===== src/hdl/hdst_pkg.sv =====
// shared types, constants and distance helpers for the hand dwell and swipe tracker
package hdst_pkg;

  localparam int unsigned CoordW = 13;
  localparam int unsigned DiffW  = CoordW + 1;
  localparam int unsigned ThrW   = 7;

  localparam logic [4:0]  StepLim    = 5'd20;
  localparam logic [9:0]  StepLimSq  = 10'd400;
  localparam logic [4:0]  StillLim   = 5'd30;
  localparam logic [9:0]  StillLimSq = 10'd900;

  localparam logic [ThrW-1:0] DwellMax = 7'd127;
  localparam logic [ThrW-1:0] ThrMin   = 7'd10;
  localparam logic [ThrW-1:0] ThrMax   = 7'd100;
  localparam logic [ThrW-1:0] ThrReset = 7'd30;

  typedef enum logic [2:0] {
    GEST_NONE   = 3'd0,
    GEST_STABLE = 3'd1,
    GEST_RIGHT  = 3'd2,
    GEST_LEFT   = 3'd3,
    GEST_DOWN   = 3'd4,
    GEST_UP     = 3'd5
  } gesture_e;

  typedef struct packed {
    logic signed [CoordW-1:0] x;
    logic signed [CoordW-1:0] y;
  } pos_t;

  typedef struct packed {
    logic     trigger_ready;
    gesture_e gesture;
  } res_t;

  // signed difference b - a, one bit wider than a coordinate
  function automatic logic signed [DiffW-1:0] coord_diff(logic signed [CoordW-1:0] a,
                                                         logic signed [CoordW-1:0] b);
    logic signed [DiffW-1:0] ea;
    logic signed [DiffW-1:0] eb;
    ea = {a[CoordW-1], a};
    eb = {b[CoordW-1], b};
    return eb - ea;
  endfunction

  function automatic logic [DiffW-1:0] magnitude(logic signed [DiffW-1:0] d);
    logic [DiffW-1:0] m;
    m = d[DiffW-1] ? DiffW'(-d) : DiffW'(d);
    return m;
  endfunction

  // true when dx*dx + dy*dy < lim_sq, lim being the root of lim_sq rounded up
  function automatic logic within_radius(logic signed [DiffW-1:0] dx,
                                         logic signed [DiffW-1:0] dy,
                                         logic [4:0] lim, logic [9:0] lim_sq);
    logic [DiffW-1:0] ax;
    logic [DiffW-1:0] ay;
    logic [9:0]       sqx;
    logic [9:0]       sqy;
    logic [10:0]      sum;
    ax  = magnitude(dx);
    ay  = magnitude(dy);
    sqx = {5'b0, ax[4:0]} * {5'b0, ax[4:0]};
    sqy = {5'b0, ay[4:0]} * {5'b0, ay[4:0]};
    sum = {1'b0, sqx} + {1'b0, sqy};
    if ((ax >= DiffW'(lim)) || (ay >= DiffW'(lim))) begin
      return 1'b0;
    end
    return sum < {1'b0, lim_sq};
  endfunction

  // movement from oldest to newest entry
  function automatic gesture_e classify(logic signed [DiffW-1:0] dx,
                                        logic signed [DiffW-1:0] dy);
    gesture_e g;
    if (within_radius(dx, dy, StillLim, StillLimSq)) begin
      g = GEST_STABLE;
    end else if (magnitude(dx) > magnitude(dy)) begin
      g = (!dx[DiffW-1] && (dx != '0)) ? GEST_RIGHT : GEST_LEFT;
    end else begin
      g = (!dy[DiffW-1] && (dy != '0)) ? GEST_DOWN : GEST_UP;
    end
    return g;
  endfunction

endpackage


===== src/hdl/hdst_cell.sv =====
// one history cell: holds a position and passes it to its neighbor on each shift
module hdst_cell (
  input  logic            clk_i,
  input  logic            shift_i,
  input  hdst_pkg::pos_t  pos_i,
  output hdst_pkg::pos_t  pos_o
);

  hdst_pkg::pos_t pos_q;

  always_ff @(posedge clk_i) begin
    if (shift_i) begin
      pos_q <= pos_i;
    end
  end

  assign pos_o = pos_q;

endmodule


===== src/hdl/hdst_out_buf.sv =====
// two-entry result buffer: output register plus skid slot
module hdst_out_buf (
  input  logic            clk_i,
  input  logic            rst_ni,
  input  logic            push_i,
  input  hdst_pkg::res_t  res_i,
  output logic            full_o,
  output logic            out_valid_o,
  input  logic            out_stall_i,
  output hdst_pkg::res_t  res_o
);

  logic           head_vld_q, head_vld_d;
  logic           skid_vld_q, skid_vld_d;
  hdst_pkg::res_t head_q, head_d;
  hdst_pkg::res_t skid_q, skid_d;
  logic           pop;

  assign pop = head_vld_q && !out_stall_i;

  always_comb begin
    head_vld_d = head_vld_q;
    skid_vld_d = skid_vld_q;
    head_d     = head_q;
    skid_d     = skid_q;
    if (!head_vld_q) begin
      if (push_i) begin
        head_d     = res_i;
        head_vld_d = 1'b1;
      end
    end else if (!skid_vld_q) begin
      if (pop && push_i) begin
        head_d = res_i;
      end else if (pop) begin
        head_vld_d = 1'b0;
      end else if (push_i) begin
        skid_d     = res_i;
        skid_vld_d = 1'b1;
      end
    end else if (pop) begin
      head_d     = skid_q;
      skid_vld_d = 1'b0;
    end
  end

  always_ff @(posedge clk_i or negedge rst_ni) begin
    if (!rst_ni) begin
      head_vld_q <= 1'b0;
      skid_vld_q <= 1'b0;
    end else begin
      head_vld_q <= head_vld_d;
      skid_vld_q <= skid_vld_d;
    end
  end

  always_ff @(posedge clk_i) begin
    head_q <= head_d;
    skid_q <= skid_d;
  end

  assign full_o      = skid_vld_q;
  assign out_valid_o = head_vld_q;
  assign res_o       = head_q;

endmodule


===== src/hdl/hand_dwell_and_swipe_tracker_top.sv =====
// top level of the hand dwell and swipe tracker
//
// takes one hand position per request (hand_x_i, hand_y_i, -1 in either
// coordinate meaning no hand) and returns one result per request: the dwell
// trigger flag and a swipe gesture code. a request is taken in every cycle in
// which in_valid_i is high and in_stall_o is low, so the sustained rate is
// one request per clock while out_stall_i is low. the history of recent
// positions lives in a chain of HISTORY_DEPTH-1 shifting cells plus one
// register for the oldest entry; all per-request math (step check against
// the newest cell, dwell counter update, oldest-to-newest classification)
// is combinational on the accepted request. a two-entry result buffer lets
// a new request in while an earlier result is still held; in_stall_o rises
// only when both entries are waiting. the threshold port is always ready and
// clamps written values to 10..100; write it only while idle.

module hand_dwell_and_swipe_tracker_top #(
  parameter int unsigned HISTORY_DEPTH = 10,
  parameter int unsigned MIN_HISTORY   = 5
) (
  input  logic                                   clk_i,
  input  logic                                   rst_ni,
  // position requests
  input  logic                                   in_valid_i,
  output logic                                   in_stall_o,
  input  logic signed [hdst_pkg::CoordW-1:0]     hand_x_i,
  input  logic signed [hdst_pkg::CoordW-1:0]     hand_y_i,
  // results
  output logic                                   out_valid_o,
  input  logic                                   out_stall_i,
  output logic                                   trigger_ready_o,
  output logic [2:0]                             gesture_o,
  // threshold register write
  input  logic                                   cfg_valid_i,
  output logic                                   cfg_ready_o,
  input  logic [hdst_pkg::ThrW-1:0]              cfg_data_i
);

  localparam int unsigned CntW   = $clog2(HISTORY_DEPTH + 1);
  localparam int unsigned Chain  = HISTORY_DEPTH - 1;

  // history fill level, saturates at HISTORY_DEPTH
  logic [CntW-1:0] count_q, count_d;
  logic [hdst_pkg::ThrW-1:0] dwell_q, dwell_d;
  logic                      flag_q, flag_d;
  logic [hdst_pkg::ThrW-1:0] thr_q;

  hdst_pkg::pos_t new_pos;
  hdst_pkg::pos_t cell_q [Chain];
  hdst_pkg::pos_t oldest_q, oldest_d;

  logic accept;
  logic present;
  logic stable;
  logic hist_empty;
  logic hist_full;
  logic [hdst_pkg::ThrW-1:0] dwell_inc;
  logic signed [hdst_pkg::DiffW-1:0] step_dx, step_dy;
  logic signed [hdst_pkg::DiffW-1:0] move_dx, move_dy;
  hdst_pkg::res_t res;
  hdst_pkg::res_t res_out;
  logic           buf_full;

  assign accept     = in_valid_i && !in_stall_o;
  assign new_pos.x  = hand_x_i;
  assign new_pos.y  = hand_y_i;
  assign hist_empty = (count_q == '0);
  assign hist_full  = (count_q == CntW'(HISTORY_DEPTH));

  // shift chain of history cells, newest in cell 0
  for (genvar k = 0; k < Chain; k++) begin : g_cell
    if (k == 0) begin : g_head
      hdst_cell u_cell (
        .clk_i   (clk_i),
        .shift_i (accept),
        .pos_i   (new_pos),
        .pos_o   (cell_q[k])
      );
    end else begin : g_body
      hdst_cell u_cell (
        .clk_i   (clk_i),
        .shift_i (accept),
        .pos_i   (cell_q[k-1]),
        .pos_o   (cell_q[k])
      );
    end
  end

  // oldest entry: first write ever, then whatever drops off the chain end
  always_comb begin
    oldest_d = oldest_q;
    if (hist_empty) begin
      oldest_d = new_pos;
    end else if (hist_full) begin
      oldest_d = cell_q[Chain-1];
    end
  end

  always_ff @(posedge clk_i) begin
    if (accept) begin
      oldest_q <= oldest_d;
    end
  end

  // step check against newest stored position
  assign present = (hand_x_i != '1) && (hand_y_i != '1);
  assign step_dx = hdst_pkg::coord_diff(cell_q[0].x, hand_x_i);
  assign step_dy = hdst_pkg::coord_diff(cell_q[0].y, hand_y_i);
  assign stable  = present && (hist_empty ||
                   hdst_pkg::within_radius(step_dx, step_dy,
                                           hdst_pkg::StepLim, hdst_pkg::StepLimSq));

  // dwell counter, saturating
  assign dwell_inc = (dwell_q == hdst_pkg::DwellMax) ? dwell_q
                                                     : dwell_q + hdst_pkg::ThrW'(1);

  always_comb begin
    if (stable) begin
      dwell_d = dwell_inc;
      flag_d  = flag_q || (dwell_inc >= thr_q);
    end else begin
      dwell_d = '0;
      flag_d  = 1'b0;
    end
  end

  assign count_d = hist_full ? count_q : count_q + CntW'(1);

  // classification from oldest to newest after this push
  assign move_dx = hdst_pkg::coord_diff(oldest_d.x, hand_x_i);
  assign move_dy = hdst_pkg::coord_diff(oldest_d.y, hand_y_i);

  always_comb begin
    res.trigger_ready = flag_d;
    if (count_d >= CntW'(MIN_HISTORY)) begin
      res.gesture = hdst_pkg::classify(move_dx, move_dy);
    end else begin
      res.gesture = hdst_pkg::GEST_NONE;
    end
  end

  always_ff @(posedge clk_i or negedge rst_ni) begin
    if (!rst_ni) begin
      count_q <= '0;
      dwell_q <= '0;
      flag_q  <= 1'b0;
    end else if (accept) begin
      count_q <= count_d;
      dwell_q <= dwell_d;
      flag_q  <= flag_d;
    end
  end

  // threshold register, clamped on write
  assign cfg_ready_o = 1'b1;

  always_ff @(posedge clk_i or negedge rst_ni) begin
    if (!rst_ni) begin
      thr_q <= hdst_pkg::ThrReset;
    end else if (cfg_valid_i && cfg_ready_o) begin
      if (cfg_data_i < hdst_pkg::ThrMin) begin
        thr_q <= hdst_pkg::ThrMin;
      end else if (cfg_data_i > hdst_pkg::ThrMax) begin
        thr_q <= hdst_pkg::ThrMax;
      end else begin
        thr_q <= cfg_data_i;
      end
    end
  end

  // result buffer
  hdst_out_buf u_out_buf (
    .clk_i       (clk_i),
    .rst_ni      (rst_ni),
    .push_i      (accept),
    .res_i       (res),
    .full_o      (buf_full),
    .out_valid_o (out_valid_o),
    .out_stall_i (out_stall_i),
    .res_o       (res_out)
  );

  assign in_stall_o      = buf_full;
  assign trigger_ready_o = res_out.trigger_ready;
  assign gesture_o       = res_out.gesture;

endmodule


===== config.mk =====
export PLATFORM = sky130hd
export DESIGN_NAME = hand_dwell_and_swipe_tracker_top
export DESIGN_NICKNAME = d
export VERILOG_FILES = /design/src/hdl/hdst_pkg.sv /design/src/hdl/hdst_cell.sv /design/src/hdl/hdst_out_buf.sv /design/src/hdl/hand_dwell_and_swipe_tracker_top.sv
export SDC_FILE = /design/constraint.sdc
export NUM_CORES = 1
export LEC_CHECK = 0
export BUFFER_PORTS_ARGS = -buffer_cell sky130_fd_sc_hd__buf_2
export CAP_MARGIN = 15
export CELL_PAD_IN_SITES_DETAIL_PLACEMENT = 1
export CELL_PAD_IN_SITES_GLOBAL_PLACEMENT = 2
export CORE_MARGIN = 2
export CORE_UTILIZATION = 47
export DETAILED_ROUTE_END_ITERATION = 12
export HOLD_SLACK_MARGIN = 0.15
export PLACE_DENSITY = 0.9
export SKIP_LAST_GASP = 1
export SLEW_MARGIN = 5
export SYNTH_ARGS = -nofsm -noshare
export SYNTH_HDL_FRONTEND = slang
export SYNTH_SLANG_ARGS = --single-unit
export TNS_END_PERCENT = 30

===== constraint.sdc =====
create_clock -name clk_i -period 16.3 [get_ports clk_i]
set_input_delay 4.89 -clock clk_i [delete_from_list [all_inputs] [get_ports clk_i]]
set_output_delay 4.89 -clock clk_i [all_outputs]
set_load 0.05 [all_outputs]

# Word level (Yosys, flattened, before mapping)
# Index checks and enable logic that the tools add are counted.
dict set report op_classes {
  order_cmp 11
  n_addsub 12
  multipliers 4
  n_eq_ne 6
  reduce_logical 21
  mux 38
  bitwise_logic 3
}
# op n
set op_table {}
lappend op_table {{$ge 14x5->1 const B} 4}
lappend op_table {{$mux 14} 4}
lappend op_table {{$neg 14->14} 4}
lappend op_table {{$sub 13x13->14} 4}
lappend op_table {{$mux 26} 2}
lappend op_table {{$mul 5x5->10} 4}
lappend op_table {{$mux 7} 4}
lappend op_table {{$reduce_bool 14->1} 2}
lappend op_table {{$ne 13x13->1 const B} 2}
lappend op_table {{$mux 4} 6}
lappend op_table {{$add 10x10->11} 2}
lappend op_table {{$mux 1} 19}
lappend op_table {{$gt 14x14->1} 1}
lappend op_table {{$lt 11x10->1 const B} 1}
lappend op_table {{$lt 11x9->1 const B} 1}
lappend op_table {{$mux 3} 3}
lappend op_table {{$add 7x1->7 const B} 1}
lappend op_table {{$eq 7x7->1 const B} 1}
lappend op_table {{$ge 7x7->1} 1}
lappend op_table {{$gt 7x7->1 const B} 1}
lappend op_table {{$logic_and 1x1->1} 7}
lappend op_table {{$lt 7x4->1 const B} 1}
lappend op_table {{$ne 3x3->1 const B} 2}
lappend op_table {{$reduce_and 5->1} 1}
lappend op_table {{9 further kinds} 17}
dict set report word_totals {
  output_inout_bits 7
  ff_bits 289
  wordCells 125
  inputBits 38
}

# Longest topological paths before layout
# Gate-level depths: netlist of run 1.
dict set report logic_depth {
  depth_word 17
  mapped_depth 40
  mapped_depth_nobuf 36
}

# By module
# From an unflattened synthesis of run 1, not the netlist that was laid out.
dict set report unflattened {
  hier_cells 1526
  area_unflattened_um2 17455.5
}
# module n_inst seq_area_each_um2 cells_per_inst area_per_inst_um2
set modules_own_cells {}
lappend modules_own_cells {hand_dwell_and_swipe_tracker_top 1 1261.2 1269 10040.9}
lappend modules_own_cells {hdst_cell 9 780.7 26 780.7}
lappend modules_own_cells {hdst_out_buf 1 290.3 23 387.9}

# Worst setup path before layout of run 1
# OpenSTA, ideal clock, no wires.
dict set report synth_timing {
  path_type {input port to flip-flop}
  start {in in_valid_i}
  end {reg u_out_buf.skid_q[0] (netlist name), enable pin}
  path_buffers 1
  required_time_ns 15.970
  path_slack_ns 2.797
  arrival_time_ns 13.174
  cell_stages 4
  path_cell_list {nand2b_1 -> inv_1 -> clkbuf_1 -> and3_1}
}
dict set report synth_between {
  elab_chain_cells 4
}
# element line
set synth_rtl {}
lappend synth_rtl {{from (decl)} hand_dwell_and_swipe_tracker_top.sv:23} ;# input logic in_valid_i,
lappend synth_rtl {{$logic_and 1x1->1 *} hand_dwell_and_swipe_tracker_top.sv:63} ;# assign accept = in_valid_i && !in_stall_o;
lappend synth_rtl {{via accept} hand_dwell_and_swipe_tracker_top.sv:51} ;# logic accept;
lappend synth_rtl {{$logic_and 1x1->1} hdst_out_buf.sv:32} ;# if (pop && push_i) begin
lappend synth_rtl {{$not 1->1 (no line)} -}
lappend synth_rtl {{$reduce_and 5->1 (no line) *} -}
lappend synth_rtl {{to (signal assigned)} hdst_out_buf.sv:58} ;# skid_q <= skid_d;
lappend synth_rtl {{to (decl)} hdst_out_buf.sv:16} ;# hdst_pkg::res_t skid_q, skid_d;
# Mark *: on every way through the listed nets, which the timed path passes. The rest lies on a longest branch.
# A chain may end at the register's enable or synchronous reset.

==> metrics.cfg, run 1 <==
[cts]
clkLatencyLatePin_ps=570
cts.hold.buffers_added=0
cts_buffers=30
cts.path.max_buffers=3
tritoncts=done
cts.clk_slew.worst_paths_ps=70
clk_root_buffer_cell=sky130_fd_sc_hd__clkbuf_16
postCtsSetupRepairBufs=0
cts_sinks=289
post_cts.resized_instances=0
cts_htree_levels=1

[worst_setup_path]
worstPathArrival_ps=13620
timing.critical_path.to_type=flip-flop
worst_path_dominant_cell_family=adder cells
cp_slowest_cell=sky130_fd_sc_hd__o311ai_0
worstSetupPathType=in -> reg
critical_path.startpoint_type=input port
critical_path.max_stage_delay_ps=640
critical_path_required_ps=16620
cp_num_buf_inv=4
worst-path-max-fanout=24
crit_path_frequent_cell=sky130_fd_sc_hd__fa_1

[final_layout]
synthesis_to_finish_area_growth_pct=9.68
finish.net_count=1838
drive_gt1_share_pct=9.23
fin_area_sq_um=19600
fill_cells=3989

[routing]
first_pass_iters=5
overall_via_count_from_detail_route=12300
routed_via_density=5.68
antenna_violating_nets_post_route=0
initialDrtViolationCount=595
route.final.wire_length_mm=41.8
drc_errors_left=0
wl_per_cell_um=19.4

[sta]
count_of_final_hold_check_violations=0
rsz_0062_raised_after_global_routing=no
share_of_the_clock_period_used_by_the_worst_path_after_layout_pct=81.6
layout_min_cycle_time_ps=13300
fin_setup_tns_ps=0
timing.max_slew.rel_slack_pct=33.2
worst_slew_pin_slew_ps=1000
finalSetupViolations=0
final-max-slew-violation-count=0
fmax_mhz=75.2
largest_clock_skew_in_the_final_design_ps=16.0

[die]
die_h_um=199
initial_standard_cell_utilization_of_the_core_pct=47.6
io-pin-count=45
row_count=71
width_of_the_chip_um=199
floorplan.die_area_sq_um=39500
fp.coreArea_sq_um=37500

[flow_run]
max-cap-violations=0

[global_routing]
vias_in_the_first_global_route=12800
globalRouteOverflowTotal=0
gr-usage-all-layers_pct=21.8
grt_antenna_before_repair=1
grt_pass1_wl_mm=68.2
pin_count_of_the_biggest_net_entering_global_routing=125

[yosys]
synth.top_cells.by_count=268 x sky130_fd_sc_hd__edfxtp_1, 158 x sky130_fd_sc_hd__inv_1, 134 x sky130_fd_sc_hd__nor2_1
netlist_instances=1582
count_of_unique_library_cells_instantiated_by_yosys=100
synth_seq_cells=289
synth_area_sq_um=17800
syn_avg_cell_area_sq_um=11.3
synth_seq_area_share_pct=48.1
ys.flop_type=sky130_fd_sc_hd__edfxtp_1
synth_top_cell_area_share_pct=45.1
synth-async-reset-ratio_pct=7.27
number_of_synthesized_flops_with_an_enable_pin=268
synth.net_count=1797
post-synth-top-area-cell=sky130_fd_sc_hd__edfxtp_1
synth.most_common_cell=sky130_fd_sc_hd__edfxtp_1
ys_warn_count=0
synth_top_cells_by_area=sky130_fd_sc_hd__edfxtp_1 45%, sky130_fd_sc_hd__ha_1 9.3%, sky130_fd_sc_hd__fa_1 5.1%

[placement]
port_buffers=43
dp_hpwl_mm=30.9
gp_routability_congestion=0.843
dpl-instance-area_sq_um=18600

[run_status]
status=completed

[hold_path]
worst_hold_path_type=reg -> reg

[logic make-up (layout without fill, tap and decap cells)]
logic type / after synthesis / after routing / synth area share [%]
AO/OA/AOI/OAI: 375 / 375 / 14.9
AND/OR/NAND/NOR: 422 / 422 / 12.2
adder cells (fa/ha/maj): 177 / 177 / 14.3
XOR/XNOR: 86 / 86 / 4.23
multiplexers: 34 / 34 / 1.97
other: 1 / 2 / 0.0210
buffers and inverters: 198 / 263 / 4.24
flip-flops: 289 / 289 / 48.1
[worst paths after layout]
| path | start | to | slack (ps) | cells after the start |
|---|---|---|---|---|
| setup / recovery | hand_x_i[2] | u_out_buf.res_o[1]$_DFFE_PP_ | 3000 | 29 |
| hold / removal | g_cell[7].g_body.u_cell.pos_o[16]$_DFFE_PP_ | g_cell[8].g_body.u_cell.pos_o[16]$_DFFE_PP_ | 410 | 0 |
| setup reg to reg | count_q[0]$_DFFE_PN0P_ | u_out_buf.res_o[1]$_DFFE_PP_ | 5480 | 34 |
| hold reg to reg | g_cell[7].g_body.u_cell.pos_o[16]$_DFFE_PP_ | g_cell[8].g_body.u_cell.pos_o[16]$_DFFE_PP_ | 410 | 0 |
| max in group asynchronous | rst_ni | thr_q[2]$_DFFE_PN1P_ | 11650 | 1 |
| min in group asynchronous | rst_ni | dwell_q[6]$_DFFE_PN0P_ | 4290 | 1 |
[state kept, by name (all words and copies together), names as in the netlist]
name / count
u_out_buf.skid_q: 4
g_cell.g_head.u_cell.pos_o: 26
u_out_buf.out_valid_o: 1
dwell_q: 7
thr_q: 7
count_q: 4
oldest_q: 26
flag_q: 1
u_out_buf.full_o: 1
g_cell.g_body.u_cell.pos_o: 208
u_out_buf.res_o: 4
[routing by layer]
layer | track usage, % | routed length, um
met5 | 0 | 0
met1 | 29.4 | 19300
met2 | 37.3 | 20500
met3 | 2.90 | 1120
met4 | 5.14 | 930
[area by class of cell]
type | count | area, sq um | share of cell area, %
Clock buffer | 34 | 766 | 3.92
Multi-Input combinational cell | 1095 | 8510 | 43.5
Tap cell | 511 | 639 | 3.27
Inverter | 159 | 604 | 3.09
Timing Repair Buffer | 48 | 253 | 1.29
Antenna cell | 1 | 2.50 | 0.0128
Clock inverter | 22 | 203 | 1.04
Sequential cell | 289 | 8580 | 43.9
[per-stage QoR]
step           instances  worst slack, ps  util, %  hold WS [ps]
3_5_place_dp        2102             2470     49.6           405
3_3_place_gp        2102             2640     49.6           402
2_1_floorplan       1582             2800        -           400
4_1_cts             2158             3010     52.1           408
5_1_grt             2158             2310     52.1           413
6_report            2159             3000     52.2           405
[cells in the final DEF, fill, tap and decap left out, types with 18 or more instances in the layout]
| master | Yosys | routed |
|---|---|---|
| sky130_fd_sc_hd__edfxtp_1 | 268 | 268 |
| sky130_fd_sc_hd__inv_1 | 158 | 157 |
| sky130_fd_sc_hd__nor2_1 | 134 | 134 |
| sky130_fd_sc_hd__ha_1 | 132 | 132 |
| sky130_fd_sc_hd__a21oi_1 | 87 | 87 |
| sky130_fd_sc_hd__nand2_1 | 84 | 84 |
| sky130_fd_sc_hd__o21ai_0 | 68 | 68 |
| sky130_fd_sc_hd__xnor2_1 | 56 | 56 |
| sky130_fd_sc_hd__fa_1 | 45 | 45 |
| sky130_fd_sc_hd__buf_2 | 3 | 43 |
| sky130_fd_sc_hd__nand3_1 | 31 | 31 |
| sky130_fd_sc_hd__xor2_1 | 30 | 30 |
| sky130_fd_sc_hd__clkbuf_16 | 0 | 30 |
| sky130_fd_sc_hd__mux2i_1 | 29 | 29 |
| sky130_fd_sc_hd__a21o_1 | 22 | 22 |
| sky130_fd_sc_hd__o21a_1 | 20 | 20 |
| sky130_fd_sc_hd__nor2b_1 | 19 | 19 |
| sky130_fd_sc_hd__nand4_1 | 19 | 19 |
| sky130_fd_sc_hd__a31oi_1 | 18 | 18 |
| sky130_fd_sc_hd__nor3_1 | 18 | 18 |
[worst register-to-register path: cells and delay by family, from the launching register on]
kind / cells / cell delay, ps
compound gates: 9 / 2600
fa+ha+maj: 8 / 3510
buf+inv: 5 / 800
mux: 1 / 280
xor+xnor: 1 / 150
flops: 1 / 430
simple gates: 10 / 2830
Power of run 1 is not shown: default switching activity piles up to over one toggle a cycle in this logic, so the estimate is an artifact.
==> run 2: changes to the inputs <==
CORE_UTILIZATION = 39   (was 47)
PLACE_DENSITY = 0.8   (was 0.9)
clock period = 11.51 ns   (was 16.3 ns; I/O delays follow)
==> metrics.cfg, run 2 (synthesized netlist as in run 1, its figures left out) <==
[placement]
dpl-instance-area_sq_um=19300
port_buffers=43
dpl_worst_slack_ps=-337
dp_hpwl_mm=32.6
gp_routability_congestion=0.840

[cts]
clkLatencyLatePin_ps=590
cts.clk_slew.worst_paths_ps=60
cts_buffers=31
clk_root_buffer_cell=sky130_fd_sc_hd__clkbuf_16
tritoncts=done
cts.hold.buffers_added=0
cts_sinks=289
post_cts.resized_instances=0
cts.path.max_buffers=3
postCtsSetupRepairBufs=0
cts_htree_levels=1

[die]
fp.coreArea_sq_um=45300
row_count=78
die_h_um=218
width_of_the_chip_um=218
io-pin-count=45
initial_standard_cell_utilization_of_the_core_pct=39.4
floorplan.die_area_sq_um=47400

[worst_setup_path]
crit-reg2reg-capture=u_out_buf.res_o[1]$_DFFE_PP_
worstSetupPathType=in -> reg
cp_slowest_cell=sky130_fd_sc_hd__fa_1
critical_path_required_ps=11850
timing.critical_path.to_type=flip-flop
worst-path-max-fanout=3
worstPathArrival_ps=11520
rr_worst_depth=33
reg2reg_setup_slack_ps=1290
critical_path.startpoint_type=input port
crit-reg2reg-launch=count_q[0]$_DFFE_PN0P_
crit_path_frequent_cell=sky130_fd_sc_hd__fa_1
critical_path.max_stage_delay_ps=570

[global_routing]
grt_pass1_wl_mm=69.6
pin_count_of_the_biggest_net_entering_global_routing=104
gr-usage-all-layers_pct=18.3
grt_antenna_before_repair=0
vias_in_the_first_global_route=13000
globalRouteOverflowTotal=0

[sta]
timing.max_slew.rel_slack_pct=31.1
layout_min_cycle_time_ps=11180
worst_slew_pin_slew_ps=1030
count_of_final_hold_check_violations=0
fmax_mhz=89.5
share_of_the_clock_period_used_by_the_worst_path_after_layout_pct=97.1
largest_clock_skew_in_the_final_design_ps=22.3
postLayoutSetupSlackWorst_ps=334
final-max-slew-violation-count=0
rsz_0062_raised_after_global_routing=no
finalSetupViolations=0

[routing]
wl_per_cell_um=18.3
route.final.wire_length_mm=42.7
routed_via_density=5.34
initialDrtViolationCount=770
drc_errors_left=0
first_pass_iters=4
overall_via_count_from_detail_route=12400
antenna_violating_nets_post_route=0

[final_layout]
synthesis_to_finish_area_growth_pct=14.0
finish.net_count=1918
antenna_cells_inserted=0
fin_area_sq_um=20300
mostFrequentLayoutCells=268 x sky130_fd_sc_hd__edfxtp_1, 157 x sky130_fd_sc_hd__inv_1, 133 x sky130_fd_sc_hd__nor2_1
final_common_cell=sky130_fd_sc_hd__edfxtp_1
drive_gt1_share_pct=13.7
largest_register_ffs=208

[hold_path]
hold-path-cell-count=0
worst_hold_path_type=reg -> reg
hold_path.startpoint=g_cell[3].g_body.u_cell.pos_o[19]$_DFFE_PP_
min_delay_worst_endpoint=g_cell[4].g_body.u_cell.pos_o[19]$_DFFE_PP_

[run_status]
status=completed

[flow_run]
max-cap-violations=0

[run 2: cell count changes in the layout (fill, tap and decap cells not counted), sizes merged]
cell,change
inv,+1
clkinvlp,+4
bufinv,+1
diode,-1
clkbuf,+1
clkinv,-7
buf,+79
[run 2: worst max-delay path by stage]
stage | from | to | slack [ps] | depth (start not counted)
finish | hand_y_i[0] | u_out_buf.res_o[1]$_DFFE_PP_ | 330 | 31
global route | hand_y_i[0] | u_out_buf.res_o[1]$_DFFE_PP_ | 9 | 32
detailed placement | hand_y_i[0] | u_out_buf.res_o[1]$_DFFE_PP_ | -340 | 31
CTS | hand_y_i[0] | u_out_buf.res_o[1]$_DFFE_PP_ | 230 | 31
global placement | hand_y_i[0] | u_out_buf.res_o[1]$_DFFE_PP_ | -110 | 31
floorplan | hand_y_i[0] | u_out_buf.res_o[1]$_DFFE_PP_ | 100 | 31
[run 2: stage by stage]
step           util (%)  TNS [ps]  hold slack, ps  cells
4_1_cts            44.9         0             413   2326
2_1_floorplan         -         0             400   1582
6_report           44.9         0             410   2326
3_5_place_dp       42.6     -2100             405   2270
3_3_place_gp       42.6      -118             401   2270
5_1_grt            44.9         0             423   2326
[run 2: critical path: cells and delay by family]
| family | cells | cell delay [ps] |
|---|---|---|
| fa+ha+maj | 8 | 3600 |
| buf+inv | 5 | 420 |
| xor+xnor | 1 | 220 |
| compound gates | 8 | 1620 |
| simple gates | 9 | 2220 |
[run 2: area by class of cell]
| cell class | instances | area, sq um |
|---|---|---|
| fill | 4933 | 25000 |
| tap | 600 | 751 |
| inverter | 159 | 604 |
| clock buffer | 35 | 791 |
| clock inverter | 21 | 229 |
| sequential | 289 | 8580 |
| timing repair buffer | 127 | 858 |
| multi-input combinational | 1095 | 8520 |
[run 2: routing by layer]
layer | vias up | routed length [um] | track usage, % | share of wire [%]
met1 | 6163 | 19700 | 24.4 | 46
met3 | 52 | 1090 | 2.20 | 2.6
met4 | 0 | 789 | 4.10 | 1.8
li1 | 6087 | - | - | -
met5 | - | 0 | 0 | 0
met2 | 124 | 21100 | 32.0 | 49
Power of run 2 is left out for the same reason.
